--- src/design/rsi_pkg.sv ---
// rsi_pkg: shared constants and types of the relative strength index block
// no dependencies; imported by rsi_alu, relative_strength_index and the testbench
package rsi_pkg;

    // result field
    localparam int RSI_W       = 14;
    localparam int RSI_DATA_W  = ((RSI_W + 7) / 8) * 8;
    localparam int RSI_BIT_W   = $clog2(RSI_W);
    localparam logic [RSI_W-1:0] RSI_FULL    = 14'd10000;
    localparam logic [RSI_W-1:0] RSI_NEUTRAL = 14'd5000;

    // period register
    localparam int CFG_W      = 7;
    localparam int PERIOD_RST = 14;

    // operation of the shared adder
    typedef enum logic [0:0] {
        ALU_ADD = 1'b0,
        ALU_SUB = 1'b1
    } t_alu_op;

endpackage

--- src/design/rsi_alu.sv ---
// rsi_alu: shared add/subtract unit of the rsi sequencer
// depends on rsi_pkg (t_alu_op)
module rsi_alu
    import rsi_pkg::*;
#(
    parameter int W = 54
) (
    input  logic [W-1:0] i_a,
    input  logic [W-1:0] i_b,
    input  t_alu_op      i_op,
    output logic [W-1:0] o_res,
    output logic         o_borrow
);

    logic [W:0] w_sum;

    // msb is the carry on add and the borrow on subtract
    always_comb begin
        case (i_op)
            ALU_SUB: w_sum = {1'b0, i_a} - {1'b0, i_b};
            ALU_ADD: w_sum = {1'b0, i_a} + {1'b0, i_b};
            default: w_sum = {1'b0, i_a} + {1'b0, i_b};
        endcase
    end

    assign o_res    = w_sum[W-1:0];
    assign o_borrow = (i_op == ALU_SUB) ? w_sum[W] : 1'b0;

endmodule

--- src/design/relative_strength_index.sv ---
// relative_strength_index: simple-average rsi over a stream of integer prices
// depends on rsi_pkg and rsi_alu (shared adder of the sequencer)
//
// One price enters per transaction on the s_axis side and exactly one result
// leaves per price on the m_axis side, in order. The result is
// floor(10000*gains/(gains+losses)) in hundredths of a percent over the last
// rsi_period price changes, 10000 when the loss sum is zero, and the neutral
// value 5000 with tuser low while fewer than rsi_period+1 prices of the
// series have been seen. A high tuser bit on the input opens a new series
// with that price; writing the period register also restarts the series
// (0 acts as 1, values above MAX_PERIOD act as MAX_PERIOD). A price whose
// result needs the division passes from acceptance to the output register
// through the change and running-sum update states, then a 14-step
// shift-add multiply by 10000 and a 14-step restoring divide, and a final
// state that loads the result; a falling price also passes through a negate
// state to form the magnitude of the loss. The first price of a series
// skips the change and sum updates, and a price whose result needs no
// division (window not yet full, or no losses) skips the multiply and the
// divide. Everything runs through one shared adder/subtractor under a small
// sequencer, which takes no new price until the last one is finished.
// s_axis_tready is high only while the sequencer is idle; a finished result
// waits in the output register, so the next price can be taken while the
// previous result is still pending, and the sequencer holds in its last
// state while the output register is still occupied. The change ring is a
// MAX_PERIOD-entry memory with a registered read port; it needs no clearing
// pass, since an entry is only read after it was written in the current
// series.
module relative_strength_index
    import rsi_pkg::*;
#(
    parameter int MAX_PERIOD = 64,
    parameter int PRICE_BITS = 32
) (
    input  logic                           i_clk,
    input  logic                           i_rst_n,
    // period register write
    input  logic                           i_cfg_we,
    input  logic [CFG_W-1:0]               i_cfg_wdata,
    // price input
    input  logic                           s_axis_tvalid,
    output logic                           s_axis_tready,
    input  logic [((PRICE_BITS+7)/8)*8-1:0] s_axis_tdata,  // price, zero pad
    input  logic [0:0]                     s_axis_tuser,  // start_series
    // rsi output
    output logic                           m_axis_tvalid,
    input  logic                           m_axis_tready,
    output logic [RSI_DATA_W-1:0]          m_axis_tdata,  // rsi_hundredths, zero pad
    output logic [0:0]                     m_axis_tuser   // rsi_valid
);

    // widths derived from the parameters
    localparam int CNT_W   = $clog2(MAX_PERIOD + 2);         // period and seen count
    localparam int PTR_W   = $clog2(MAX_PERIOD);             // ring index
    localparam int SUM_W   = PRICE_BITS + $clog2(MAX_PERIOD); // gain / loss sum
    localparam int DEN_W   = SUM_W + 1;                       // gain + loss
    localparam int ALU_W   = DEN_W + RSI_W;                   // 10000 * gain
    localparam int CMP_W   = (CNT_W > CFG_W) ? CNT_W : CFG_W;
    localparam int RST_PER = (PERIOD_RST > MAX_PERIOD) ? MAX_PERIOD : PERIOD_RST;

    // sequencer states
    localparam logic [3:0] S_IDLE = 4'd0;
    localparam logic [3:0] S_DIFF = 4'd1;
    localparam logic [3:0] S_NEG  = 4'd2;
    localparam logic [3:0] S_OLD  = 4'd3;
    localparam logic [3:0] S_ADD  = 4'd4;
    localparam logic [3:0] S_SEEN = 4'd5;
    localparam logic [3:0] S_TOT  = 4'd6;
    localparam logic [3:0] S_MUL  = 4'd7;
    localparam logic [3:0] S_DIV  = 4'd8;
    localparam logic [3:0] S_DONE = 4'd9;

    // control state
    logic [3:0]            r_state;
    logic [CNT_W-1:0]      r_period;
    logic [CNT_W-1:0]      r_seen;
    logic [PTR_W-1:0]      r_ptr;
    logic [SUM_W-1:0]      r_gain;
    logic [SUM_W-1:0]      r_loss;
    logic [PRICE_BITS-1:0] r_last;
    logic [RSI_BIT_W-1:0]  r_bit;
    logic                  r_out_valid;

    // payload
    logic [PRICE_BITS-1:0] r_price;
    logic [PRICE_BITS-1:0] r_chg;
    logic                  r_neg;
    logic [PRICE_BITS:0]   r_ring_q;
    logic [ALU_W-1:0]      r_acc;
    logic [ALU_W-1:0]      r_dsh;
    logic [RSI_W-1:0]      r_quo;
    logic [RSI_W-1:0]      r_res;
    logic                  r_res_flag;
    logic [RSI_W-1:0]      r_out_rsi;
    logic                  r_out_flag;

    // change ring: sign (loss) in the top bit, magnitude below
    logic [PRICE_BITS:0]   ring_mem [MAX_PERIOD];

    logic                  w_in_acc;
    logic                  w_full;
    logic                  w_out_load;
    logic [CMP_W-1:0]      w_cfg_ext;
    logic [CNT_W-1:0]      w_cfg_per;
    logic [CNT_W-1:0]      w_ptr_inc;
    logic [PTR_W-1:0]      w_ptr_nxt;
    logic [ALU_W-1:0]      w_a;
    logic [ALU_W-1:0]      w_b;
    t_alu_op               w_op;
    logic [ALU_W-1:0]      w_res;
    logic                  w_borrow;

    assign s_axis_tready = (r_state == S_IDLE);
    assign w_in_acc      = s_axis_tvalid && s_axis_tready;
    assign w_full        = (r_seen > r_period);   // at least period+1 prices seen
    assign w_out_load    = (r_state == S_DONE) && (!r_out_valid || m_axis_tready);

    // period write: clamp into 1..MAX_PERIOD
    assign w_cfg_ext = CMP_W'(i_cfg_wdata);
    always_comb begin
        if (w_cfg_ext == '0) begin
            w_cfg_per = CNT_W'(1);
        end else if (w_cfg_ext > CMP_W'(MAX_PERIOD)) begin
            w_cfg_per = CNT_W'(MAX_PERIOD);
        end else begin
            w_cfg_per = w_cfg_ext[CNT_W-1:0];
        end
    end

    // ring pointer wraps at the period
    assign w_ptr_inc = CNT_W'(r_ptr) + CNT_W'(1);
    assign w_ptr_nxt = (w_ptr_inc == r_period) ? '0 : w_ptr_inc[PTR_W-1:0];

    // operand selection for the shared adder
    always_comb begin
        w_a  = '0;
        w_b  = '0;
        w_op = ALU_ADD;
        case (r_state)
            S_DIFF: begin
                w_a  = ALU_W'(r_price);
                w_b  = ALU_W'(r_last);
                w_op = ALU_SUB;
            end
            S_NEG: begin
                w_a  = ALU_W'(r_last);
                w_b  = ALU_W'(r_price);
                w_op = ALU_SUB;
            end
            S_OLD: begin
                // retire the oldest change from its sum
                w_a  = r_ring_q[PRICE_BITS] ? ALU_W'(r_loss) : ALU_W'(r_gain);
                w_b  = ALU_W'(r_ring_q[PRICE_BITS-1:0]);
                w_op = ALU_SUB;
            end
            S_ADD: begin
                w_a  = r_neg ? ALU_W'(r_loss) : ALU_W'(r_gain);
                w_b  = ALU_W'(r_chg);
                w_op = ALU_ADD;
            end
            S_TOT: begin
                w_a  = ALU_W'(r_gain);
                w_b  = ALU_W'(r_loss);
                w_op = ALU_ADD;
            end
            S_MUL: begin
                // msb-first shift-add of gain by the bits of 10000
                w_a  = {r_acc[ALU_W-2:0], 1'b0};
                w_b  = RSI_FULL[r_bit] ? ALU_W'(r_gain) : '0;
                w_op = ALU_ADD;
            end
            S_DIV: begin
                // restoring step against the shifted denominator
                w_a  = r_acc;
                w_b  = r_dsh;
                w_op = ALU_SUB;
            end
            default: begin
                w_a  = '0;
                w_b  = '0;
                w_op = ALU_ADD;
            end
        endcase
    end

    rsi_alu #(
        .W (ALU_W)
    ) u_alu (
        .i_a      (w_a),
        .i_b      (w_b),
        .i_op     (w_op),
        .o_res    (w_res),
        .o_borrow (w_borrow)
    );

    // sequencer and running state
    always_ff @(posedge i_clk) begin
        if (!i_rst_n) begin
            r_state     <= S_IDLE;
            r_period    <= CNT_W'(RST_PER);
            r_seen      <= '0;
            r_ptr       <= '0;
            r_gain      <= '0;
            r_loss      <= '0;
            r_last      <= '0;
            r_bit       <= '0;
            r_out_valid <= 1'b0;
        end else begin
            if (w_out_load) begin
                r_out_valid <= 1'b1;
            end else if (m_axis_tready) begin
                r_out_valid <= 1'b0;
            end

            if (i_cfg_we) begin
                r_period <= w_cfg_per;
                r_seen   <= '0;
                r_ptr    <= '0;
                r_gain   <= '0;
                r_loss   <= '0;
                r_last   <= '0;
            end

            case (r_state)
                S_IDLE: begin
                    if (w_in_acc) begin
                        if (s_axis_tuser[0]) begin
                            r_seen <= '0;
                            r_ptr  <= '0;
                            r_gain <= '0;
                            r_loss <= '0;
                            r_last <= '0;
                        end
                        r_state <= S_DIFF;
                    end
                end
                S_DIFF: begin
                    if (r_seen == '0) begin
                        r_state <= S_SEEN;   // first price of a series: no change
                    end else if (w_borrow) begin
                        r_state <= S_NEG;
                    end else begin
                        r_state <= S_OLD;
                    end
                end
                S_NEG: begin
                    r_state <= S_OLD;
                end
                S_OLD: begin
                    if (w_full) begin
                        if (r_ring_q[PRICE_BITS]) begin
                            r_loss <= w_res[SUM_W-1:0];
                        end else begin
                            r_gain <= w_res[SUM_W-1:0];
                        end
                    end
                    r_state <= S_ADD;
                end
                S_ADD: begin
                    if (r_neg) begin
                        r_loss <= w_res[SUM_W-1:0];
                    end else begin
                        r_gain <= w_res[SUM_W-1:0];
                    end
                    r_ptr   <= w_ptr_nxt;
                    r_state <= S_SEEN;
                end
                S_SEEN: begin
                    r_last <= r_price;
                    if (r_seen <= CNT_W'(MAX_PERIOD)) begin
                        r_seen <= r_seen + CNT_W'(1);
                    end
                    r_state <= S_TOT;
                end
                S_TOT: begin
                    r_bit <= RSI_BIT_W'(RSI_W - 1);
                    if (!w_full || (r_loss == '0)) begin
                        r_state <= S_DONE;
                    end else begin
                        r_state <= S_MUL;
                    end
                end
                S_MUL: begin
                    if (r_bit == '0) begin
                        r_bit   <= RSI_BIT_W'(RSI_W - 1);
                        r_state <= S_DIV;
                    end else begin
                        r_bit <= r_bit - RSI_BIT_W'(1);
                    end
                end
                S_DIV: begin
                    if (r_bit == '0) begin
                        r_state <= S_DONE;
                    end else begin
                        r_bit <= r_bit - RSI_BIT_W'(1);
                    end
                end
                S_DONE: begin
                    if (w_out_load) begin
                        r_state <= S_IDLE;
                    end
                end
                default: begin
                    r_state <= S_IDLE;
                end
            endcase
        end
    end

    // datapath registers, no reset needed
    always_ff @(posedge i_clk) begin
        r_ring_q <= ring_mem[r_ptr];
        if (r_state == S_ADD) begin
            ring_mem[r_ptr] <= {r_neg, r_chg};
        end

        case (r_state)
            S_IDLE: begin
                if (w_in_acc) begin
                    r_price <= s_axis_tdata[PRICE_BITS-1:0];
                end
            end
            S_DIFF: begin
                r_chg <= w_res[PRICE_BITS-1:0];
                r_neg <= w_borrow;
            end
            S_NEG: begin
                r_chg <= w_res[PRICE_BITS-1:0];
            end
            S_TOT: begin
                r_acc <= '0;
                r_quo <= '0;
                // denominator lined up with the top quotient bit
                r_dsh <= {w_res[ALU_W-RSI_W:0], (RSI_W-1)'(0)};
                if (!w_full) begin
                    r_res      <= RSI_NEUTRAL;
                    r_res_flag <= 1'b0;
                end else begin
                    r_res      <= RSI_FULL;
                    r_res_flag <= 1'b1;
                end
            end
            S_MUL: begin
                r_acc <= w_res;
            end
            S_DIV: begin
                if (!w_borrow) begin
                    r_acc <= w_res;
                end
                r_dsh <= {1'b0, r_dsh[ALU_W-1:1]};
                r_quo <= {r_quo[RSI_W-2:0], !w_borrow};
                if (r_bit == '0) begin
                    r_res <= {r_quo[RSI_W-2:0], !w_borrow};
                end
            end
            default: begin
            end
        endcase

        if (w_out_load) begin
            r_out_rsi  <= r_res;
            r_out_flag <= r_res_flag;
        end
    end

    assign m_axis_tvalid   = r_out_valid;
    assign m_axis_tdata    = {(RSI_DATA_W-RSI_W)'(0), r_out_rsi};
    assign m_axis_tuser[0] = r_out_flag;

    // a result flagged not ready always carries the neutral value
    a_neutral: assert property (@(posedge i_clk) disable iff (!i_rst_n)
        (m_axis_tvalid && !m_axis_tuser[0]) |-> (m_axis_tdata[RSI_W-1:0] == RSI_NEUTRAL))
        else $error("rsi: invalid result without neutral value");

    // rsi never exceeds 100 percent
    a_range: assert property (@(posedge i_clk) disable iff (!i_rst_n)
        m_axis_tvalid |-> (m_axis_tdata[RSI_W-1:0] <= RSI_FULL))
        else $error("rsi: result above 10000");

    // ring pointer stays inside the active period
    a_ptr: assert property (@(posedge i_clk) disable iff (!i_rst_n)
        (CNT_W'(r_ptr) < r_period))
        else $error("rsi: ring pointer outside period");

    // seen count saturates at MAX_PERIOD+1
    a_seen: assert property (@(posedge i_clk) disable iff (!i_rst_n)
        (r_seen <= CNT_W'(MAX_PERIOD + 1)))
        else $error("rsi: seen count overflow");

    // one price at a time: the input closes right after a transaction
    a_busy: assert property (@(posedge i_clk) disable iff (!i_rst_n)
        w_in_acc |=> !s_axis_tready)
        else $error("rsi: input accepted while busy");

endmodule

--- config.mk ---
export PLATFORM = sky130hd
export DESIGN_NAME = relative_strength_index
export DESIGN_NICKNAME = d
export VERILOG_FILES = /design/src/design/rsi_pkg.sv /design/src/design/rsi_alu.sv /design/src/design/relative_strength_index.sv
export SDC_FILE = /design/constraint.sdc
export NUM_CORES = 2
export LEC_CHECK = 0
export BUFFER_PORTS_ARGS = -buffer_cell sky130_fd_sc_hd__buf_2
export CAP_MARGIN = 40
export CORE_MARGIN = 8
export CORE_UTILIZATION = 45
export CTS_CLUSTER_SIZE = 40
export DETAILED_ROUTE_END_ITERATION = 8
export GPL_ROUTABILITY_DRIVEN = 0
export PLACE_DENSITY_LB_ADDON = 0.05
export SLEW_MARGIN = 20
export SYNTH_ARGS = -nofsm -noshare
export SYNTH_HDL_FRONTEND = slang
export SYNTH_SLANG_ARGS = --single-unit
export TNS_END_PERCENT = 5
--- constraint.sdc ---
create_clock -name i_clk -period 9.1 [get_ports i_clk]
set_input_delay 0.91 -clock i_clk [delete_from_list [all_inputs] [get_ports i_clk]]
set_output_delay 0.91 -clock i_clk [all_outputs]
set_load 0.1 [all_outputs]
After elaboration in Yosys (flattened, before gate mapping). Memory sizes are Yosys's and may differ from the RTL's. A register that Yosys moved wholly into a read port is not among the register bits. Cells that the tools add are included.

Register bits after elaboration: 351. Memory bits (read-only): 16. Memories kept: 2. RAM bits: 2112.

Memories: ring_mem (depth 64, bits a word 33, rd ports 1, clocked after memory_dff 1, write ports 1, RTL line relative_strength_index.sv:97) `logic [PRICE_BITS:0] ring_mem [MAX_PERIOD];`; (no name shown) (depth 16, bits a word 1, rd ports 1, clocked after memory_dff 1, write ports 0, RTL line relative_strength_index.sv:168) `w_b = RSI_FULL[r_bit] ? ALU_W'(r_gain) : '0;`.

Reduce and logical (&&, ||, !) cells: 22. $lt $le $gt $ge: 4. Muxes and demuxes: 64. $add $sub $neg: 5. Eq/ne operators: 16. Bitwise operators: 1.

Operators with widths (number): 53-bit one-hot mux with 7 select lines (2); 38-bit two-way mux (15); 38-bit one-hot mux with 3 select lines (2); 53-bit one-hot mux with 3 select lines (1); 54-bit one-hot mux with 2 select lines (1); 53-bit one-hot mux with 2 select lines (1); 32-bit two-way mux (3); 32-bit one-hot mux with 2 select lines (1); 53-bit by 53-bit adder with 54-bit output (1); 53-bit by 53-bit subtractor with 54-bit output (1); 53-bit two-way mux (1); 7-bit two-way mux (6); 4-bit one-hot mux with 10 select lines (1); 38-bit zero test (1); 4-bit two-way mux (9); 14-bit two-way mux (2); 14-bit one-hot mux with 2 select lines (1); 13-bit one-hot mux with 2 select lines (1); 6-bit two-way mux (4); 4-bit by 3-bit equality test with 1-bit output, second input constant (4); 7-bit zero test (2); 7-bit one-hot mux with 2 select lines (1); 4-bit one-hot mux with 3 select lines (1); 6-bit one-hot mux with 2 select lines (1); other kinds (26) (49).

Longest topological paths before layout.
Depth after elaboration: 10. Mapped depth: 28. Gate-level depth less buffers: 22.

Cells and area by module. A second synthesis with hierarchy kept.

Cell total of the unflattened synthesis: 6414. Area total of the unflattened synthesis: 101835.2 um^2.

Modules (own cells, without submodules): relative_strength_index (area each 97466.0 um^2, cells an instance 5761, instances 1); rsi_alu (area each 4369.2 um^2, cells an instance 653, instances 1).

Least setup slack after synthesis. No wires, ideal clock.

Path type: flip-flop to flip-flop. Start point: register r_chg[19]. End point: register r_acc[0], enable pin. Path buffers: 2. Data required time: 8.679 ns. Cell stages (with the launch flop): 20. Data arrival time: 7.020 ns. Slack: 1.659 ns. Cells stage by stage: edfxtp_1 a32o_1 a2111oi_1 or3b_1 or4_4 or3_4 nor4_2 nor2b_1 buf_4 nor2_1 xor2_1 ha_1 clkbuf_1 nand4_1 nor3_1 nand3_1 o21ai_0 a41oi_1 or3_1 nand3b_1.

Longest elaborated chain between the ends: 6. Elaborated cells between the ends (all ways): 7. Those cells by class: add/sub: 2; eq/ne: 1; mux: 3; reduce/logical: 1.

RTL lines: start: declaration (RTL line relative_strength_index.sv:85) `logic [PRICE_BITS-1:0] r_chg;`; start signal: assignment (RTL line relative_strength_index.sv:323) `r_chg <= w_res[PRICE_BITS-1:0];`; start signal: assignment (RTL line relative_strength_index.sv:327) `r_chg <= w_res[PRICE_BITS-1:0];`; 53-bit one-hot mux with 7 select lines * (RTL line relative_strength_index.sv:138) `case (r_state)`; 53-bit by 53-bit adder with 54-bit output or 53-bit by 53-bit subtractor with 54-bit output (tied branches) (RTL line rsi_alu.sv:21, rsi_alu.sv:20); 54-bit one-hot mux with 2 select lines * (RTL line rsi_alu.sv:19) `case (i_op)`; 1-bit two-way mux * (RTL line rsi_alu.sv:27) `assign o_borrow = (i_op == ALU_SUB) ? w_sum[W] : 1'b0;`; 2-bit inequality test (no source line) *; 2-bit AND reduction (no source line) *; end signal: assignment (RTL line relative_strength_index.sv:343) `r_acc <= w_res;`; end signal: assignment (RTL line relative_strength_index.sv:347) `r_acc <= w_res;`; end: declaration (RTL line relative_strength_index.sv:88) `logic [ALU_W-1:0] r_acc;`.

Every way passes the cells marked *; elsewhere a longest branch is shown, timed or not. A chain may end at the register's enable or synchronous reset.

Worst setup path after layout.
Start point: register r_state[0]. End point: register r_acc[7], enable pin.

Longest elaborated chain between the ends: 8. Elaborated cells between the ends (all ways): 19. Those cells by class: add/sub: 2; eq/ne: 8; mux: 5; bitwise: 1; reduce/logical: 3.

RTL lines: start: declaration (RTL line relative_strength_index.sv:73) `logic [3:0] r_state;`; start signal: assignment (RTL line relative_strength_index.sv:198) `r_state <= S_IDLE;`; start signal: assignment (RTL line relative_strength_index.sv:233) `r_state <= S_DIFF;`; start signal: assignment (RTL line relative_strength_index.sv:238) `r_state <= S_SEEN;`; parallel branches: the longest is 7 deep, another holds 53-bit by 53-bit adder with 54-bit output; 2-bit AND reduction (no source line) *.

Every way passes the cells marked *.

==> results.md <==
| Step | Item | Reported |
| --- | --- | --- |
| worst setup path | Standard cell with the maximum stage delay on the critical path | dfxtp_2 |
| place | Cell total after placement | 8927 |
| synthesis | Cells taking the most area after synthesis | edfxtp_1 (72%), a22oi_1 (5.5%), dfxtp_1 (3.5%) |
| route | Post-route antenna net violation count | 0 |
| worst setup path | Crit path max fanout | 45 |
| power and ir drop | Static Leak | 0.0356 uW |
| global routing | Congestion Overflow GR | 0 |
| route | Overall via count from detail_route | 61970 |
| worst setup path | Cell Chain, Critical Path | buf_4, or3b_2, nor2_1, a2111oi_1, or3b_1, or4_4, or3_4, nor4_2, and2b_1, a21oi_1, xnor2_1, ha_1, nand4_1, nor3_1, nand3_1, o21ai_0, buf_4, a41oi_1, or3_1, nand3b_1, buf_4 |
| floorplanning | Die Y-Extent | 480 um |
| final layout | Combined flip-flop and latch cell area | 73300 sq um |
| place | Detailed placement HPWL | 201000 um |
| synthesis | Post-synth top area share | 0.720 |
| floorplanning | Std cell rows | 170 |
| synthesis | FF+latch count, synth | 2497 |
| floorplanning | Core Footprint | 214000 sq um |
| sta | Count of pins over their slew limit | 0 |
| worst setup path | Type of element launching the critical path | register |
| floorplanning | Width of the die | 480 um |
| synthesis | Ys async rst share | 0 |
| global routing | Vias in the first global route | 57956 |
| route | Avg Vias per Cell | 6.57 |
| run | Max_cap viols | 0 |
| clock tree | Clock tree from TritonCTS | yes |
| final layout | Layout fillers | 17751 |
| clock tree | Buffer count from post-CTS setup fixing | 0 |
| final layout | Synth-to-Final Area Change | 14.7% |
| final layout | Most frequent standard cell in the layout excluding fill and tap cells | edfxtp_1 |
| min path | Hold path depth | 1 |
| floorplanning | Boundary pin count | 64 |
| global routing | Maximum number of pins on one net before global-route repair | 106 |
| clock tree | Clock latency on the worst-skew pair | 940 ps |
| clock tree | Maximum clock path buffer count | 4 |
| global routing | Antenna violations before repair | 15 |
| final layout | Design Area, Final | 111000 sq um |
| synthesis | Cell area after synthesis | 97100 sq um |
| final layout | Final Non-Filler Cells | 9435 |
| clock tree | Clock buffers created by TritonCTS | 283 |
| global routing | Total global routing track utilization | 0.280 |
| final layout | Multi-input gate area | 22600 sq um |
| global routing | Wire length of the first global-routing pass | 465000 um |
| synthesis | Syn Inst Count | 6169 |
| final layout | Most frequent cells in the layout | edfxtp_1 (2326), a22oi_1 (705), a22o_1 (297) |
| worst setup path | Logic depth of the worst register-to-register path | 21 |
| sta | Final setup skew | 73.7 ps |
| route | Detailed router's first-iteration violation count | 8412 |
| final layout | Fraction of final layout cells sized beyond drive strength 1 | 0.132 |
| route | Routed len/inst | 35.5 um |
| worst setup path | Crit path from | r_state[0]$_SDFFE_PN0P_ |
| min path | Hold wc startpoint | s_axis_tdata[8] |
| final layout | Net total in the final layout | 6502 |
| power and ir drop | Final Total Pwr | 39400 uW |
| route | DRC viols | 0 |
| worst setup path | Reg2reg start | r_state[0]$_SDFFE_PN0P_ |
| clock tree | CTS Hold Buffers Added | 0 |
| sta | Slew of the pin with the lowest slew margin | 1020 ps |
| floorplanning | Area of the die | 231000 sq um |
| place | Placed Area | 103000 sq um |
| sta | Ratio of final minimum period to clock period | 0.879 |
| clock tree | Post-cts sizing count | 0 |
| power and ir drop | Maximum VDD drop | 0.000513 V |
| worst setup path | Worst Setup Path Type | reg -> reg |
| power and ir drop | Power density over the cells | 354 nW/um^2 |
| worst setup path | Required time worst endpoint | 9610 ps |
| sta | Sum Neg Setup Slack | 0 ps |
| synthesis | Sequential share of the synthesized area | 0.755 |
| sta | Setup repair after global routing missed its margin | no |
| clock tree | Total clock sinks | 2497 |
| worst setup path | Arrival @ worst endpoint | 8510 ps |
| sta | Finish-stage setup viols | 0 |
| clock tree | Count of H-tree levels built during CTS | 5 |
| worst setup path | Biggest cell delay along the critical path | 710 ps |
| min path | Path category of the worst min-delay check | in -> reg |
| clock tree | Clock root cell | clkbuf_16 |
| worst setup path | Category of the worst setup path capture point | register |
| clock tree | CTS clock-pin slew for the worst setup and hold paths | 60 ps |
| worst setup path | Worst path most repeated cell | buf_4 |
| sta | Slew Limit Headroom | 0.318 |
| place | Port bufs | 61 |
| synthesis | Cell type contributing the most total cell area after synthesis | edfxtp_1 |
| outcome | Outcome | finished, final reports clean |
| synthesis | Yosys warnings | 0 |
| floorplanning | Effective utilization at floorplan | 0.453 |
| route | Final wirelength | 335000 um |
| sta | Min Tclk post-route | 8000 ps |
| synthesis | Number of enable flip-flop cells after synthesis | 2326 |
| route | Number of optimization iterations in the first detailed-route pass | 8 |
| sta | Hold Violations, Final | 0 |
| synthesis | Synth cell types | 87 |
| synthesis | Synthesized area per cell | 15.7 sq um |
| sta | Max Fclk | 0.125 GHz |
| synthesis | Top FF cell, synth | edfxtp_1 |
[flip-flops by register name, summed over array words and instances (netlist names), named ones only]
register	count
r_res	14
r_period	7
r_state	4
r_neg	1
r_acc	53
r_ring_q	33
r_ptr	6
r_chg	32
r_gain	38
r_loss	38
r_res_flag	1
r_price	32
r_quo	13
m_axis_tvalid	1
m_axis_tuser	1
r_last	32
r_bit	4
r_seen	7
r_dsh	53
ring_mem	2112
r_out_rsi	14
[worst max-delay path: cells and delay by family, from the launching register on]
family	cells	cell delay, ps
and+or+nand+nor	12	3680
AOI/OAI and AO/OA	4	1320
buffers and inverters	3	1240
DFF	1	710
adders and majority gates	1	450
xor gates and xnor gates	1	160
[synthesized netlist by cell type, types with 13 or more instances]
cell	count
buf_1	64
a31oi_1	213
o22ai_1	13
nand3b_1	41
a22o_1	297
edfxtp_1	2326
a221oi_1	233
a22oi_1	705
nor2_1	285
nor3_1	34
nand4_1	70
nand3_1	71
ha_1	65
and2_1	28
nand2b_1	23
o21a_1	16
and3_1	37
o21ai_0	127
nor2b_1	19
clkbuf_1	350
inv_1	56
nand2_1	227
a21o_1	29
a21oi_1	206
mux2i_1	19
a222oi_1	22
o211ai_1	17
xnor2_1	44
nor4_1	51
dfxtp_1	171
a221o_1	62
xor2_1	51
[through the flow]
step / worst slack, ps / utilization / hold slack, ps
finish: 1100 / 0.519 / 155
global route: 758 / 0.519 / 116
CTS: 1240 / 0.518 / 96.1
detailed placement: 1290 / 0.479 / 406
global placement: 1330 / 0.475 / 403
floorplan: 1660 / - / 400
[final cells by class]
| cell class | instances | area share |
|---|---|---|
| Timing Repair Buffer | 371 | 0.0296 |
| Clock inverter | 115 | 0.00664 |
| Multi-Input combinational cell | 3181 | 0.203 |
| Sequential cell | 2497 | 0.658 |
| Antenna cell | 7 | 0.000157 |
| Clock buffer | 369 | 0.0684 |
| Tap cell | 2838 | 0.0319 |
| Inverter | 57 | 0.00192 |
[power by group]
| part | switching (uW) | internal (uW) |
|---|---|---|
| logic | 9580 | 3630 |
| registers | 668 | 15000 |
| clock network | 4440 | 6070 |
[kinds of logic (layout without fill, tap and decap cells)]
group           after synthesis  after routing  synth area share
compound gates             2036           2036             0.156
simple gates                958            958            0.0492
flops                      2497           2497             0.755
buf+inv                     492            912            0.0197
fa+ha+maj                    66             66           0.00859
xor+xnor                     95             95           0.00857
mux                          24             24           0.00254
other cells                   1              9         0.0000386
[routing by layer]
layer,GRT usage,part of all wire
met5,0,0.000057
met4,0.0960,0.041
met3,0.0471,0.084
met2,0.434,0.45
met1,0.404,0.42
[path summary, 6_finish.rpt]
path / to / slack (ps)
max: r_acc[7]$_SDFFCE_PN0P_ / 1100
min: r_price[8]$_DFFE_PP_ / 160
max reg2reg: r_acc[7]$_SDFFCE_PN0P_ / 1100
min reg2reg: r_out_rsi[2]$_DFFE_PP_ / 420
Power figures use the tool's default switching activity.
